[config.mk]
export PLATFORM = sky130hd
export DESIGN_NAME = moving_average_min_max_monitor_core_flat
export DESIGN_NICKNAME = d
export VERILOG_FILES = /design/src/hw/rtl/mamm_pkg.sv /design/src/hw/rtl/mamm_if.sv /design/src/hw/rtl/mamm_ram.sv /design/src/hw/rtl/mamm_div.sv /design/src/hw/rtl/mamm_ctrl.sv /design/src/hw/rtl/mamm_dpath.sv /design/src/hw/rtl/moving_average_min_max_monitor_core.sv /design/src/flat_wrapper.sv
export SDC_FILE = /design/constraint.sdc
export NUM_CORES = 2
export LEC_CHECK = 0
export BUFFER_PORTS_ARGS = -buffer_cell sky130_fd_sc_hd__buf_2
export CAP_MARGIN = 10
export CORE_AREA = 3 3 543 545
export CTS_BUF_LIST = sky130_fd_sc_hd__clkbuf_8
export CTS_CLUSTER_DIAMETER = 120
export DETAILED_ROUTE_END_ITERATION = 7
export DIE_AREA = 0 0 546 548
export SLEW_MARGIN = 10
export SYNTH_ARGS = -nofsm -noshare
export SYNTH_HDL_FRONTEND = slang
export SYNTH_HIERARCHICAL = 1
export SYNTH_SLANG_ARGS = --single-unit
[constraint.sdc]
create_clock -name clk -period 5.79 [get_ports clk]
set_input_delay 1.158 -clock clk [delete_from_list [all_inputs] [get_ports clk]]
set_output_delay 1.158 -clock clk [all_outputs]
set_load 0.02 [all_outputs]
[src/hw/rtl/mamm_pkg.sv]
`default_nettype none
// ----------------------------------------------------------------------------
// Moving average monitor package
// Shared widths, reset constants and the controller/datapath command types.
// ----------------------------------------------------------------------------
package mamm_pkg;

	// Field widths of the sample and result transactions.
	localparam int unsigned SAMPLE_W  = 32;
	localparam int unsigned TIME_W    = 48;
	localparam int unsigned AVG_W     = 40;
	localparam int unsigned CNT_OUT_W = 6;
	localparam int unsigned FRAC_W    = 8;

	// Default window length and reset value of the clear period register.
	localparam int unsigned WINDOW_DEF = 60;
	localparam logic [SAMPLE_W-1:0] CLEAR_PERIOD_RST = 32'd60000000;

	// Commands from the controller to the datapath.
	typedef struct packed {
		logic accept;     // latch the sample, add it to the sum, read the oldest entry
		logic update;     // retire the oldest entry, write the ring, update min/max
		logic div_start;  // load the divider with sum*256 and the count
		logic out_load;   // copy results into the output register
	} mamm_cmd_t;

	// Status from the datapath to the controller.
	typedef struct packed {
		logic div_done;   // last quotient bit is being written
		logic div_busy;   // divider is iterating
	} mamm_stat_t;

endpackage
`default_nettype wire

[src/hw/rtl/mamm_if.sv]
`default_nettype none
// ----------------------------------------------------------------------------
// Moving average monitor channels
// Valid/ready channels for sample transactions and result transactions.
// ----------------------------------------------------------------------------
interface mamm_in_if;
	import mamm_pkg::*;

	logic                valid;
	logic                ready;
	logic [SAMPLE_W-1:0] sample_value;
	logic [TIME_W-1:0]   now_us;

	modport source (output valid, output sample_value, output now_us, input ready);
	modport sink   (input valid, input sample_value, input now_us, output ready);
endinterface

interface mamm_out_if;
	import mamm_pkg::*;

	logic                 valid;
	logic                 ready;
	logic [AVG_W-1:0]     average_q8;
	logic [SAMPLE_W-1:0]  max_value;
	logic [SAMPLE_W-1:0]  min_value;
	logic [CNT_OUT_W-1:0] sample_count;

	modport source (output valid, output average_q8, output max_value, output min_value,
		output sample_count, input ready);
	modport sink   (input valid, input average_q8, input max_value, input min_value,
		input sample_count, output ready);
endinterface
`default_nettype wire

[src/hw/rtl/mamm_ram.sv]
`default_nettype none
// ----------------------------------------------------------------------------
// Generic simple dual-port RAM
// One write port and one read port with registered read data.
// ----------------------------------------------------------------------------
module mamm_ram #(
	parameter int unsigned WIDTH = 32,
	parameter int unsigned DEPTH = 64,
	parameter int unsigned AW    = (DEPTH > 1) ? $clog2(DEPTH) : 1
) (
	input  wire logic             clk,
	input  wire logic             we,
	input  wire logic [AW-1:0]    waddr,
	input  wire logic [WIDTH-1:0] wdata,
	input  wire logic             re,
	input  wire logic [AW-1:0]    raddr,
	output logic      [WIDTH-1:0] rdata
);

	logic [WIDTH-1:0] mem_q [DEPTH];

	// Write port.
	always_ff @(posedge clk) begin
		if (we) begin
			mem_q[waddr] <= wdata;
		end
	end

	// Registered read port.
	always_ff @(posedge clk) begin
		if (re) begin
			rdata <= mem_q[raddr];
		end
	end

endmodule
`default_nettype wire

[src/hw/rtl/mamm_div.sv]
`default_nettype none
// ----------------------------------------------------------------------------
// Moving average monitor divider
// Restoring unsigned divider that resolves one quotient bit per cycle.
// ----------------------------------------------------------------------------
module mamm_div #(
	parameter int unsigned DW  = 46,
	parameter int unsigned DVW = 6
) (
	input  wire logic           clk,
	input  wire logic           arst_n,
	input  wire logic           start,
	input  wire logic [DW-1:0]  dividend,
	input  wire logic [DVW-1:0] divisor,
	output logic      [DW-1:0]  quotient,
	output logic                busy,
	output logic                done
);

	localparam int unsigned STEPW = $clog2(DW + 1);

	logic [DVW-1:0]   rem_q;
	logic [DVW-1:0]   dvs_q;
	logic [DW-1:0]    quo_q;
	logic [STEPW-1:0] step_q;
	logic             busy_q;
	logic [DVW:0]     trial;
	logic [DVW:0]     diff;
	logic             ge;

	// Shift the next dividend bit into the partial remainder and try a subtract.
	assign trial = {rem_q, quo_q[DW-1]};
	assign diff  = trial - {1'b0, dvs_q};
	assign ge    = (trial >= {1'b0, dvs_q});

	// Step counter and busy flag.
	always_ff @(posedge clk or negedge arst_n) begin
		if (!arst_n) begin
			busy_q <= 1'b0;
			step_q <= '0;
		end else if (start) begin
			busy_q <= 1'b1;
			step_q <= STEPW'(DW);
		end else if (busy_q) begin
			step_q <= step_q - STEPW'(1);
			if (step_q == STEPW'(1)) begin
				busy_q <= 1'b0;
			end
		end
	end

	// Remainder and quotient shift register; the dividend is consumed in place.
	always_ff @(posedge clk) begin
		if (start) begin
			rem_q <= '0;
			dvs_q <= divisor;
			quo_q <= dividend;
		end else if (busy_q) begin
			rem_q <= ge ? diff[DVW-1:0] : trial[DVW-1:0];
			quo_q <= {quo_q[DW-2:0], ge};
		end
	end

	assign quotient = quo_q;
	assign busy     = busy_q;
	assign done     = busy_q && (step_q == STEPW'(1));

endmodule
`default_nettype wire

[src/hw/rtl/mamm_ctrl.sv]
`default_nettype none
// ----------------------------------------------------------------------------
// Moving average monitor controller
// Sequences one sample through update, division and result hand-off.
// ----------------------------------------------------------------------------
module mamm_ctrl (
	input  wire logic                 clk,
	input  wire logic                 arst_n,
	input  wire logic                 in_valid,
	output logic                      in_ready,
	output logic                      out_valid,
	input  wire logic                 out_ready,
	output mamm_pkg::mamm_cmd_t       cmd,
	input  wire mamm_pkg::mamm_stat_t stat
);
	import mamm_pkg::*;

	typedef enum logic [2:0] {
		ST_IDLE,
		ST_UPDATE,
		ST_START,
		ST_DIV,
		ST_DONE
	} state_t;

	state_t state_q;
	logic   out_valid_q;
	logic   out_free;

	// The output register can take a new result when empty or being drained.
	assign out_free = !out_valid_q || out_ready;

	// Commands decoded from the current state.
	always_comb begin
		cmd           = '0;
		cmd.accept    = (state_q == ST_IDLE) && in_valid;
		cmd.update    = (state_q == ST_UPDATE);
		cmd.div_start = (state_q == ST_START);
		cmd.out_load  = (state_q == ST_DONE) && out_free;
	end

	// State register and output valid flag.
	always_ff @(posedge clk or negedge arst_n) begin
		if (!arst_n) begin
			state_q     <= ST_IDLE;
			out_valid_q <= 1'b0;
		end else begin
			// A drained result clears valid unless a new one is loaded this cycle.
			if (out_valid_q && out_ready && !cmd.out_load) begin
				out_valid_q <= 1'b0;
			end
			case (state_q)
				ST_IDLE: begin
					if (in_valid) begin
						state_q <= ST_UPDATE;
					end
				end
				ST_UPDATE: begin
					state_q <= ST_START;
				end
				ST_START: begin
					state_q <= ST_DIV;
				end
				ST_DIV: begin
					if (stat.div_done || !stat.div_busy) begin
						state_q <= ST_DONE;
					end
				end
				ST_DONE: begin
					if (out_free) begin
						out_valid_q <= 1'b1;
						state_q     <= ST_IDLE;
					end
				end
				default: begin
					state_q <= ST_IDLE;
				end
			endcase
		end
	end

	assign in_ready  = (state_q == ST_IDLE);
	assign out_valid = out_valid_q;

endmodule
`default_nettype wire

[src/hw/rtl/mamm_dpath.sv]
`default_nettype none
// ----------------------------------------------------------------------------
// Moving average monitor datapath
// Sample ring, running sum, min/max tracking, divider and output register.
// ----------------------------------------------------------------------------
module mamm_dpath #(
	parameter int unsigned WINDOW = mamm_pkg::WINDOW_DEF
) (
	input  wire logic                                clk,
	input  wire logic                                arst_n,
	input  wire logic                                cfg_we,
	input  wire logic [mamm_pkg::SAMPLE_W-1:0]       cfg_wdata,
	input  wire logic [mamm_pkg::SAMPLE_W-1:0]       sample_value,
	input  wire logic [mamm_pkg::TIME_W-1:0]         now_us,
	input  wire mamm_pkg::mamm_cmd_t                 cmd,
	output mamm_pkg::mamm_stat_t                     stat,
	output logic      [mamm_pkg::AVG_W-1:0]          average_q8,
	output logic      [mamm_pkg::SAMPLE_W-1:0]       max_value,
	output logic      [mamm_pkg::SAMPLE_W-1:0]       min_value,
	output logic      [mamm_pkg::CNT_OUT_W-1:0]      sample_count
);
	import mamm_pkg::*;

	localparam int unsigned PW   = (WINDOW > 1) ? $clog2(WINDOW) : 1;
	localparam int unsigned CNTW = $clog2(WINDOW + 1);
	localparam int unsigned SUMW = SAMPLE_W + CNTW;
	localparam int unsigned DW   = SUMW + FRAC_W;
	localparam int unsigned CXW  = CNTW + CNT_OUT_W;

	logic [SAMPLE_W-1:0] period_q;
	logic [SAMPLE_W-1:0] sample_q;
	logic [TIME_W-1:0]   now_q;
	logic                first_q;
	logic                full_q;
	logic [PW-1:0]       pos_q;
	logic [CNTW-1:0]     count_q;
	logic [SUMW-1:0]     sum_q;
	logic [SAMPLE_W-1:0] max_q;
	logic [SAMPLE_W-1:0] min_q;
	logic [TIME_W-1:0]   last_q;
	logic [SAMPLE_W-1:0] oldest;
	logic [TIME_W:0]     deadline;
	logic                restart;
	logic [DW-1:0]       quotient;
	logic                div_busy;
	logic                div_done;
	logic [CXW-1:0]      cnt_ext;

	// Clear period register.
	always_ff @(posedge clk or negedge arst_n) begin
		if (!arst_n) begin
			period_q <= CLEAR_PERIOD_RST;
		end else if (cfg_we) begin
			period_q <= cfg_wdata;
		end
	end

	// Sample ring; the oldest entry is read on accept and overwritten in the next cycle, on update.
	mamm_ram #(
		.WIDTH (SAMPLE_W),
		.DEPTH (WINDOW),
		.AW    (PW)
	) u_ring (
		.clk   (clk),
		.we    (cmd.update),
		.waddr (pos_q),
		.wdata (sample_q),
		.re    (cmd.accept),
		.raddr (pos_q),
		.rdata (oldest)
	);

	// Latched transaction fields and the flags that depend on the fill level.
	always_ff @(posedge clk) begin
		if (cmd.accept) begin
			sample_q <= sample_value;
			now_q    <= now_us;
			first_q  <= (count_q == '0);
			full_q   <= (count_q == CNTW'(WINDOW));
		end
	end

	// Restart test at full width so the deadline cannot wrap.
	assign deadline = {1'b0, last_q} + (TIME_W + 1)'(period_q);
	assign restart  = first_q || (deadline < {1'b0, now_q});

	// Running sum, fill count, ring position and min/max state.
	always_ff @(posedge clk or negedge arst_n) begin
		if (!arst_n) begin
			sum_q   <= '0;
			count_q <= '0;
			pos_q   <= '0;
			max_q   <= '0;
			min_q   <= '0;
			last_q  <= '0;
		end else begin
			if (cmd.accept) begin
				sum_q <= sum_q + SUMW'(sample_value);
			end
			if (cmd.update) begin
				if (full_q) begin
					sum_q <= sum_q - SUMW'(oldest);
				end else begin
					count_q <= count_q + CNTW'(1);
				end
				pos_q <= (pos_q == PW'(WINDOW - 1)) ? '0 : pos_q + PW'(1);
				if (restart) begin
					last_q <= now_q;
					max_q  <= sample_q;
					min_q  <= sample_q;
				end else begin
					if (sample_q > max_q) begin
						max_q <= sample_q;
					end
					if (sample_q < min_q) begin
						min_q <= sample_q;
					end
				end
			end
		end
	end

	// Average: sum scaled by 256 divided by the fill count.
	mamm_div #(
		.DW  (DW),
		.DVW (CNTW)
	) u_div (
		.clk      (clk),
		.arst_n   (arst_n),
		.start    (cmd.div_start),
		.dividend ({sum_q, FRAC_W'(0)}),
		.divisor  (count_q),
		.quotient (quotient),
		.busy     (div_busy),
		.done     (div_done)
	);

	always_comb begin
		stat          = '0;
		stat.div_done = div_done;
		stat.div_busy = div_busy;
	end

	// The reported count keeps its low bits only.
	assign cnt_ext = CXW'(count_q);

	// Output register holds the result until the consumer takes it.
	always_ff @(posedge clk) begin
		if (cmd.out_load) begin
			average_q8   <= quotient[AVG_W-1:0];
			max_value    <= max_q;
			min_value    <= min_q;
			sample_count <= cnt_ext[CNT_OUT_W-1:0];
		end
	end

endmodule
`default_nettype wire

[src/hw/rtl/moving_average_min_max_monitor_core.sv]
`default_nettype none
// ----------------------------------------------------------------------------
// Moving average monitor with restartable min/max
// Top level: controller, datapath and the channel and configuration ports.
// ----------------------------------------------------------------------------
// Each accepted sample is added to a ring of the last WINDOW samples and
// produces one result: the floor of the mean times 256, the maximum and
// minimum since the last restart, and the number of samples averaged. The
// minimum and maximum restart on the first sample after reset and whenever
// more than clear_period_us microseconds have passed since the last restart.
// A sample passes from accept through the update, divider start, division and
// result hand-off states before the next one can be accepted, and it stays in
// hand-off while the previous result waits unread. The restoring divider
// produces one quotient bit per cycle. A finished result waits in the output
// register while the next sample is taken. clear_period_us is written through
// cfg_we/cfg_wdata; the user must do so only while the block is idle, which the block itself does not enforce.
// ----------------------------------------------------------------------------
module moving_average_min_max_monitor_core #(
	parameter int unsigned WINDOW = mamm_pkg::WINDOW_DEF
) (
	input  wire logic                          clk,
	input  wire logic                          arst_n,
	input  wire logic                          cfg_we,
	input  wire logic [mamm_pkg::SAMPLE_W-1:0] cfg_wdata,
	mamm_in_if.sink                            sample_in,
	mamm_out_if.source                         result_out
);
	import mamm_pkg::*;

	mamm_cmd_t  cmd;
	mamm_stat_t stat;

	// Transaction sequencing.
	mamm_ctrl u_ctrl (
		.clk       (clk),
		.arst_n    (arst_n),
		.in_valid  (sample_in.valid),
		.in_ready  (sample_in.ready),
		.out_valid (result_out.valid),
		.out_ready (result_out.ready),
		.cmd       (cmd),
		.stat      (stat)
	);

	// Storage and arithmetic.
	mamm_dpath #(
		.WINDOW (WINDOW)
	) u_dpath (
		.clk          (clk),
		.arst_n       (arst_n),
		.cfg_we       (cfg_we),
		.cfg_wdata    (cfg_wdata),
		.sample_value (sample_in.sample_value),
		.now_us       (sample_in.now_us),
		.cmd          (cmd),
		.stat         (stat),
		.average_q8   (result_out.average_q8),
		.max_value    (result_out.max_value),
		.min_value    (result_out.min_value),
		.sample_count (result_out.sample_count)
	);

endmodule
`default_nettype wire
[src/flat_wrapper.sv]
// flat-port wrapper written by rule: the top's interface ports become plain ports
module moving_average_min_max_monitor_core_flat import mamm_pkg::*;
#(
	parameter int unsigned WINDOW = mamm_pkg::WINDOW_DEF
)
  (clk, arst_n, cfg_we, cfg_wdata, sample_in_valid, sample_in_sample_value, sample_in_now_us, sample_in_ready, result_out_valid, result_out_average_q8, result_out_max_value, result_out_min_value, result_out_sample_count, result_out_ready);
  mamm_in_if sample_in_i ();
  mamm_out_if result_out_i ();
  input  wire logic clk;
  input  wire logic arst_n;
  input  wire logic cfg_we;
  input  wire logic [mamm_pkg::SAMPLE_W-1:0] cfg_wdata;
  input wire logic [$bits(sample_in_i.valid)-1:0] sample_in_valid;
  input wire logic [$bits(sample_in_i.sample_value)-1:0] sample_in_sample_value;
  input wire logic [$bits(sample_in_i.now_us)-1:0] sample_in_now_us;
  output wire logic [$bits(sample_in_i.ready)-1:0] sample_in_ready;
  output wire logic [$bits(result_out_i.valid)-1:0] result_out_valid;
  output wire logic [$bits(result_out_i.average_q8)-1:0] result_out_average_q8;
  output wire logic [$bits(result_out_i.max_value)-1:0] result_out_max_value;
  output wire logic [$bits(result_out_i.min_value)-1:0] result_out_min_value;
  output wire logic [$bits(result_out_i.sample_count)-1:0] result_out_sample_count;
  input wire logic [$bits(result_out_i.ready)-1:0] result_out_ready;
  assign sample_in_i.valid = sample_in_valid;
  assign sample_in_i.sample_value = sample_in_sample_value;
  assign sample_in_i.now_us = sample_in_now_us;
  assign sample_in_ready = sample_in_i.ready;
  assign result_out_valid = result_out_i.valid;
  assign result_out_average_q8 = result_out_i.average_q8;
  assign result_out_max_value = result_out_i.max_value;
  assign result_out_min_value = result_out_i.min_value;
  assign result_out_sample_count = result_out_i.sample_count;
  assign result_out_i.ready = result_out_ready;
  moving_average_min_max_monitor_core #(.WINDOW(WINDOW)) u_core (.clk(clk), .arst_n(arst_n), .cfg_we(cfg_we), .cfg_wdata(cfg_wdata), .sample_in(sample_in_i), .result_out(result_out_i));
endmodule
* After elaboration in Yosys (flattened, before gate mapping) *
Memory sizes are Yosys's and may differ from the RTL's. A register that Yosys moved wholly into a read port is not among the register bits.
Cells that the tools add are included.

cells by class
  add/subtract/negate cells = 7
  multiply operators = 0
  div/mod/pow operators = 0
  $lt $le $gt $ge = 4
  equal/unequal tests = 10
  shift operators = 0
  muxes and demuxes = 25
  bitwise gates (word level) = 1
  reductions and logical operators = 21

operator list
  kind                                                                    count
  32-bit two-way mux                                                      4
  38-bit two-way mux                                                      3
  46-bit two-way mux                                                      2
  48-bit by 32-bit adder with 49-bit output                               1
  49-bit by 48-bit < comparator with 1-bit output                         1
  38-bit by 32-bit adder with 38-bit output                               1
  38-bit by 32-bit subtractor with 38-bit output                          1
  32-bit > comparator                                                     1
  32-bit < comparator                                                     1
  6-bit two-way mux                                                       4
  3-bit one-hot mux with 5 select lines                                   1
  6-bit by 1-bit adder with 6-bit output (second input constant)          2
  6-bit equality test (second input constant)                             2
  3-bit two-way mux                                                       3
  1-bit two-way mux                                                       8
  2-bit AND reduction                                                     4
  7-bit by 6-bit greater-or-equal comparator with 1-bit output            1
  3-bit by 2-bit equality test with 1-bit output (second input constant)  2
  6-bit by 1-bit equality test with 1-bit output (second input constant)  1
  6-bit logical NOT                                                       1
  2-bit inequality test (second input constant)                           3
  2-bit nonzero test                                                      3
  6-bit by 1-bit subtractor with 6-bit output (second input constant)     1
  6-bit subtractor                                                        1
  8 further kinds                                                         16

storage, ports and cells
  register bits after elaboration = 455
  latch bits = 0
  bits in writable memories = 1920
  ROM bits = 0
  input bits = 117
  output and inout bits = 112
  word-level logic and storage cells = 92
  memories = 1

memory list
  name                         words  width  rd ports  clocked after Yosys merged registers in  wr ports  line            source
  u_core.u_dpath.u_ring.mem_q  60     32     1         1                                        1         mamm_ram.sv:20  logic [WIDTH-1:0] mem_q [DEPTH];

* Longest topological paths before layout *
  depth in word-level cells = 8
  depth in mapped cells = 25

* Cells and area by module *
The synthesis kept the hierarchy.

by module, submodules not included
  module      times used  cells each  area each (um^2)  seq. area each (um^2)
  mamm_ram    1           3264        74123.6           58616.2
  mamm_dpath  1           1927        21364.2           10632.7
  mamm_div    1           214         3027.9            1856.8
  mamm_ctrl   1           21          220.2             100.1

* Worst setup path before layout *
OpenSTA, ideal clock, no wires.

  kind = register to register
  from = reg u_core.u_dpath.period_q[16]
  to = reg u_core.u_dpath.max_q[10]
  data arrival time = 4.930 ns
  required time = 5.664 ns
  path slack = 0.734 ns
  stages on the path, launching flop included = 23
  buffers on the path = 2
  clock period less this slack = 5.056 ns
  cells stage by stage = dfstp_2 -> ha_1 -> clkbuf_1 -> a21o_1 -> a21o_1 -> a21oi_1 -> o21ai_1 -> a2111oi_2 -> o31ai_2 -> a221oi_1 -> nand3b_4 -> nor3_1 -> xor2_1 -> ha_1 -> nand2_1 -> or3_1 -> nor4_1 -> nand3_1 -> o211a_1 -> a31o_4 -> clkbuf_1 -> and2_1 -> a221o_1

between the ends
  cells in the longest elaborated chain, start to end = 5

ends and longest elaborated chain
  element                                              line               source
  from (decl)                                          mamm_dpath.sv:30   logic [SAMPLE_W-1:0] period_q;
  from (signal assigned)                               mamm_dpath.sv:54   period_q <= cfg_wdata;
  48-bit by 32-bit adder with 49-bit output (*)        mamm_dpath.sv:84   assign deadline = {1'b0, last_q} + (TIME_W + 1)'(period_q);
  49-bit by 48-bit < comparator with 1-bit output (*)  mamm_dpath.sv:85   assign restart = first_q || (deadline < {1'b0, now_q});
  1-bit logical OR (*)                                 mamm_dpath.sv:85
  2-bit nonzero test (no source line)                  -
  2-bit AND reduction (no source line)                 -
  to (signal assigned)                                 mamm_dpath.sv:109  max_q <= sample_q;
  to (signal assigned)                                 mamm_dpath.sv:113  max_q <= sample_q;
  to (decl)                                            mamm_dpath.sv:38   logic [SAMPLE_W-1:0] max_q;

Mark *: on every way between the ends. The rest lies on a longest branch, timed or not.
A chain may end at the register's enable or synchronous reset.

* Worst setup path in the final report *
  from = reg u_core.u_dpath.period_q[0]
  to = reg u_core.u_dpath.max_q[19]

Same word-level chain as after synthesis.

==> results.md <==
* Cells after synthesis at 5,426
* H-tree levels at 5
* Async set or reset register ratio after synthesis at 8.52%
* Place WS at -0.0658 ns
* Via count at roughly 55k
* Initial DRC count at 5,800
* Routed Antenna Nets at 0
* Crit share post-route at 95.3%
* Synth Area in Simple Gates at 3.37%
* Final Routed Wirelength at approximately 270,000 µm
* Layout cell share with drive strength beyond 1 at about a quarter
* Initial Utilization at approximately a third
* Synth Area in Compound Gates at 6.52%
* # rows at roughly 200
* DIE WIDTH at 546 µm
* Syn Std Cell Area at around 0.099 mm²
* Critical Path Max Stage Delay at 0.41 ns
* CP max FO at 5
* Fin nets at between 6k and 7k
* Synth Area in XOR/XNOR at 1.06%
* Clock transition at path regs at 0.06 ns
* Power Dens Cells at 441 mW/mm²
* Tmin final at 5.52 ns
* PnR worst setup slack at about 0.27 ns
* TritonCTS Buffers at 397
* Syn avg cell area at between 15 and 20 µm²
* Most used DFF post-synth: edfxtp_1
* Most common cell after layout, fill and taps aside: edfxtp_1
* FILL cells at about 26k
* Tot Pwr at 49.9 mW
* Fraction of synthesized area in multiplexers at 12.1%
* Leakage power at 38.5 nW
* Clk sink count at 2,407
* Synthesis-stage register bit count at 2,407
* CP required at about 6.7 ns
* Number of vias per cell at ~5.4
* Core ar. at 0.291 mm²
* Slew margin rel. at 8.44%
* Routed wl met3 at 20,500 µm
* Status: completed
* WP data arrival at 6.41 ns
* Clk_lat worst skew at approximately 1.1 ns
* Max Cap Viol at 0
* Hold WS at 0.171 ns
* Max Slew Vio Count at 0
* Final core utilization at 38.9%
* Slowest-stage cell, CP: fa_1
* Initial antenna violation count at 33
* CTS tree: done
* Vias in the first global route at ~55k
* First-pass GRT wire length at 390,000 µm
* Post-DP HPWL at around 170,000 µm
* Hold buffer count at CTS at 0
* Area grow syn2layout at 14.5%
* Final clock skew at about 0.11 ns
* Cell mode on critical path: a21o_1
* PortBufs at 228
* Final Cell Area at 0.113 mm²
* Most frequent cells in the layout: 2,196 x edfxtp_1, 461 x mux4_2, 417 x clkbuf_8, 320 x inv_1, 227 x buf_2
* Drt drc at 0
* DRT Pass-1 Iters at 6
* Fmax at 0.181 GHz
* Grt total ovfl at 0
* Maximum vdd drop at 0.329 mV
* GRT Util Overall at 17.7%
* Ports at around 230
* CTS Buffer Depth at 4
* Die height at 548 µm
* Top sig layer: met5
* Seq/Total Area, Yosys at 72.1%
* RePlAce Congestion at 0.883
* Hold Vio Cnt, Final at 0
* CTS Root Cell: clkbuf_8
* CP Class: register to register
* Yosys cell types at 93
* RSZ-0062 raised after global routing: false
* Routed wire per std cell at 26.5 µm
* Hold Crit Class: primary input to async pin
* Pin count of the biggest net entering global routing at 114
* Tightest Pin Transition at 1.37 ns
* Placement Cell Area at around 0.11 mm²
* Die Area at 0.299 mm²
* Adder-cell share of the synthesized area at 2.84%
* YS warnings at 6
* Setup Viol. Count Final at 0
* Met2 Wirelength at roughly 130,000 µm
* Startpoint Class: register
* Post-synth EDFFs at 2,196
* Met1 WL at 114,000 µm
* CP Capture Type: register
* Largest family of logic cells by synthesized area: multiplexers
==> state kept, by name (all words and copies together) (netlist names), 3 cells and up <==
name,flops
u_core/u_ctrl/state_q,3
u_core/u_dpath/average_q8,40
u_core/u_dpath/count_q,6
u_core/u_dpath/last_q,48
u_core/u_dpath/max_q,32
u_core/u_dpath/max_value,32
u_core/u_dpath/min_q,32
u_core/u_dpath/min_value,32
u_core/u_dpath/now_q,48
u_core/u_dpath/period_q,32
u_core/u_dpath/pos_q,6
u_core/u_dpath/sample_count,6
u_core/u_dpath/sample_q,32
u_core/u_dpath/sum_q,38
u_core/u_dpath/u_div/dvs_q,6
u_core/u_dpath/u_div/quotient,46
u_core/u_dpath/u_div/rem_q,6
u_core/u_dpath/u_div/step_q,6
u_core/u_dpath/u_ring/mem_q,1920
u_core/u_dpath/u_ring/rdata,32
==> per-stage QoR <==
stage | cells | setup TNS [ns]
after global placement | 9503 | -2.47
after floorplan | 5433 | 0
after detailed placement | 9503 | -2.25
final | 10213 | 0
after global routing | 10203 | 0
after CTS | 10191 | 0
==> area by class of cell <==
cell class | count | area [µm²] | share of cell area (%)
Inverter | 189 | 709 | 0.627
Tap cell | 3900 | 4880 | 4.31
Timing Repair Buffer | 426 | 2880 | 2.55
Clock inverter | 270 | 1410 | 1.25
Sequential cell | 2407 | 71200 | 63.0
Antenna cell | 17 | 42.5 | 0.0376
Clock buffer | 417 | 5740 | 5.07
Multi-Input combinational cell | 2587 | 26200 | 23.2
==> Yosys cell counts (all sizes together), types with 17 or more instances <==
master  instances  area share (%)
nor3           29            0.16
nand4          38            0.24
o211ai         45            0.35
and3           25            0.16
a31oi          29            0.21
mux2i          63            0.64
a221o          63            0.64
a21o           77            0.59
xor2           51            0.45
a21oi         185            0.94
ha            218             2.8
clkbuf        133            0.51
nand2b         21            0.13
buf           117            0.78
nand3          75            0.38
nor2          192            0.73
nand2         211            0.80
edfxtp       2196              67
nor2b          25            0.16
o21ai         208             1.1
dfrtp         195             4.9
a221oi         24            0.23
o21a           38            0.29
o211a          22            0.22
a31o           17            0.16
a211oi         17            0.13
xnor2          68            0.60
mux2           81            0.92
inv           188            0.71
a22oi         116            0.89
a22o           27            0.24
mux4          461              11
and2           45            0.29
==> critical path, delay by kind of cell, from the launching register on <==
family                   cells  cell delay (ns)
adder cells (fa/ha/maj)      3             0.95
flip-flops                   1             0.39
XOR/XNOR                     1             0.16
AO/OA/AOI/OAI               14             2.82
AND/OR/NAND/NOR              5             0.48
buffers and inverters        3             0.53
==> where the power goes <==
| group | switching [mW] | total, mW | internal [mW] |
|---|---|---|---|
| registers | 1.14 | 21.0 | 19.9 |
| clock network | 6.63 | 13.7 | 7.11 |
| logic | 8.46 | 15.1 | 6.69 |
==> repair_timing <==
action	in CTS	in global routing
endpoints found under the hold margin	0	0
resized for setup	3	19
setup endpoints to repair	55	107
buffers inserted	1	2
pin swaps	1	12
cloned	0	3
==> layer usage <==
metal  global-route usage [%]  vias up
li1                         -    23155
met1                     24.5    28813
met2                     28.4     2310
met3                     3.33      467
met4                     5.21       16
met5                        0        -
==> final timing paths <==
kind                                              startpoint                            end  slack [ns]  cells past startpoint
hold / removal                                        arst_n       u_core/u_ctrl/state_q[0]        0.17                      1
min in group clk                         sample_in_now_us[6]        u_core/u_dpath/now_q[6]        0.28                      1
max in group asynchronous                             arst_n        u_core/u_dpath/pos_q[0]        4.24                      2
setup / recovery                  u_core/u_dpath/period_q[0]       u_core/u_dpath/max_q[19]        0.27                     26
hold reg to reg            u_core/u_dpath/u_div/quotient[20]  u_core/u_dpath/average_q8[20]        0.42                      0
setup reg to reg                  u_core/u_dpath/period_q[0]       u_core/u_dpath/max_q[19]        0.27                     26
==> cell families after synthesis <==
kind of cell,count (synthesis)
adder cells (fa/ha/maj),222
multiplexers,605
AO/OA/AOI/OAI,930
buffers and inverters,439
AND/OR/NAND/NOR,703
flip-flops,2407
other,1
XOR/XNOR,119
Note: power is estimated with default switching activity, not from simulation.
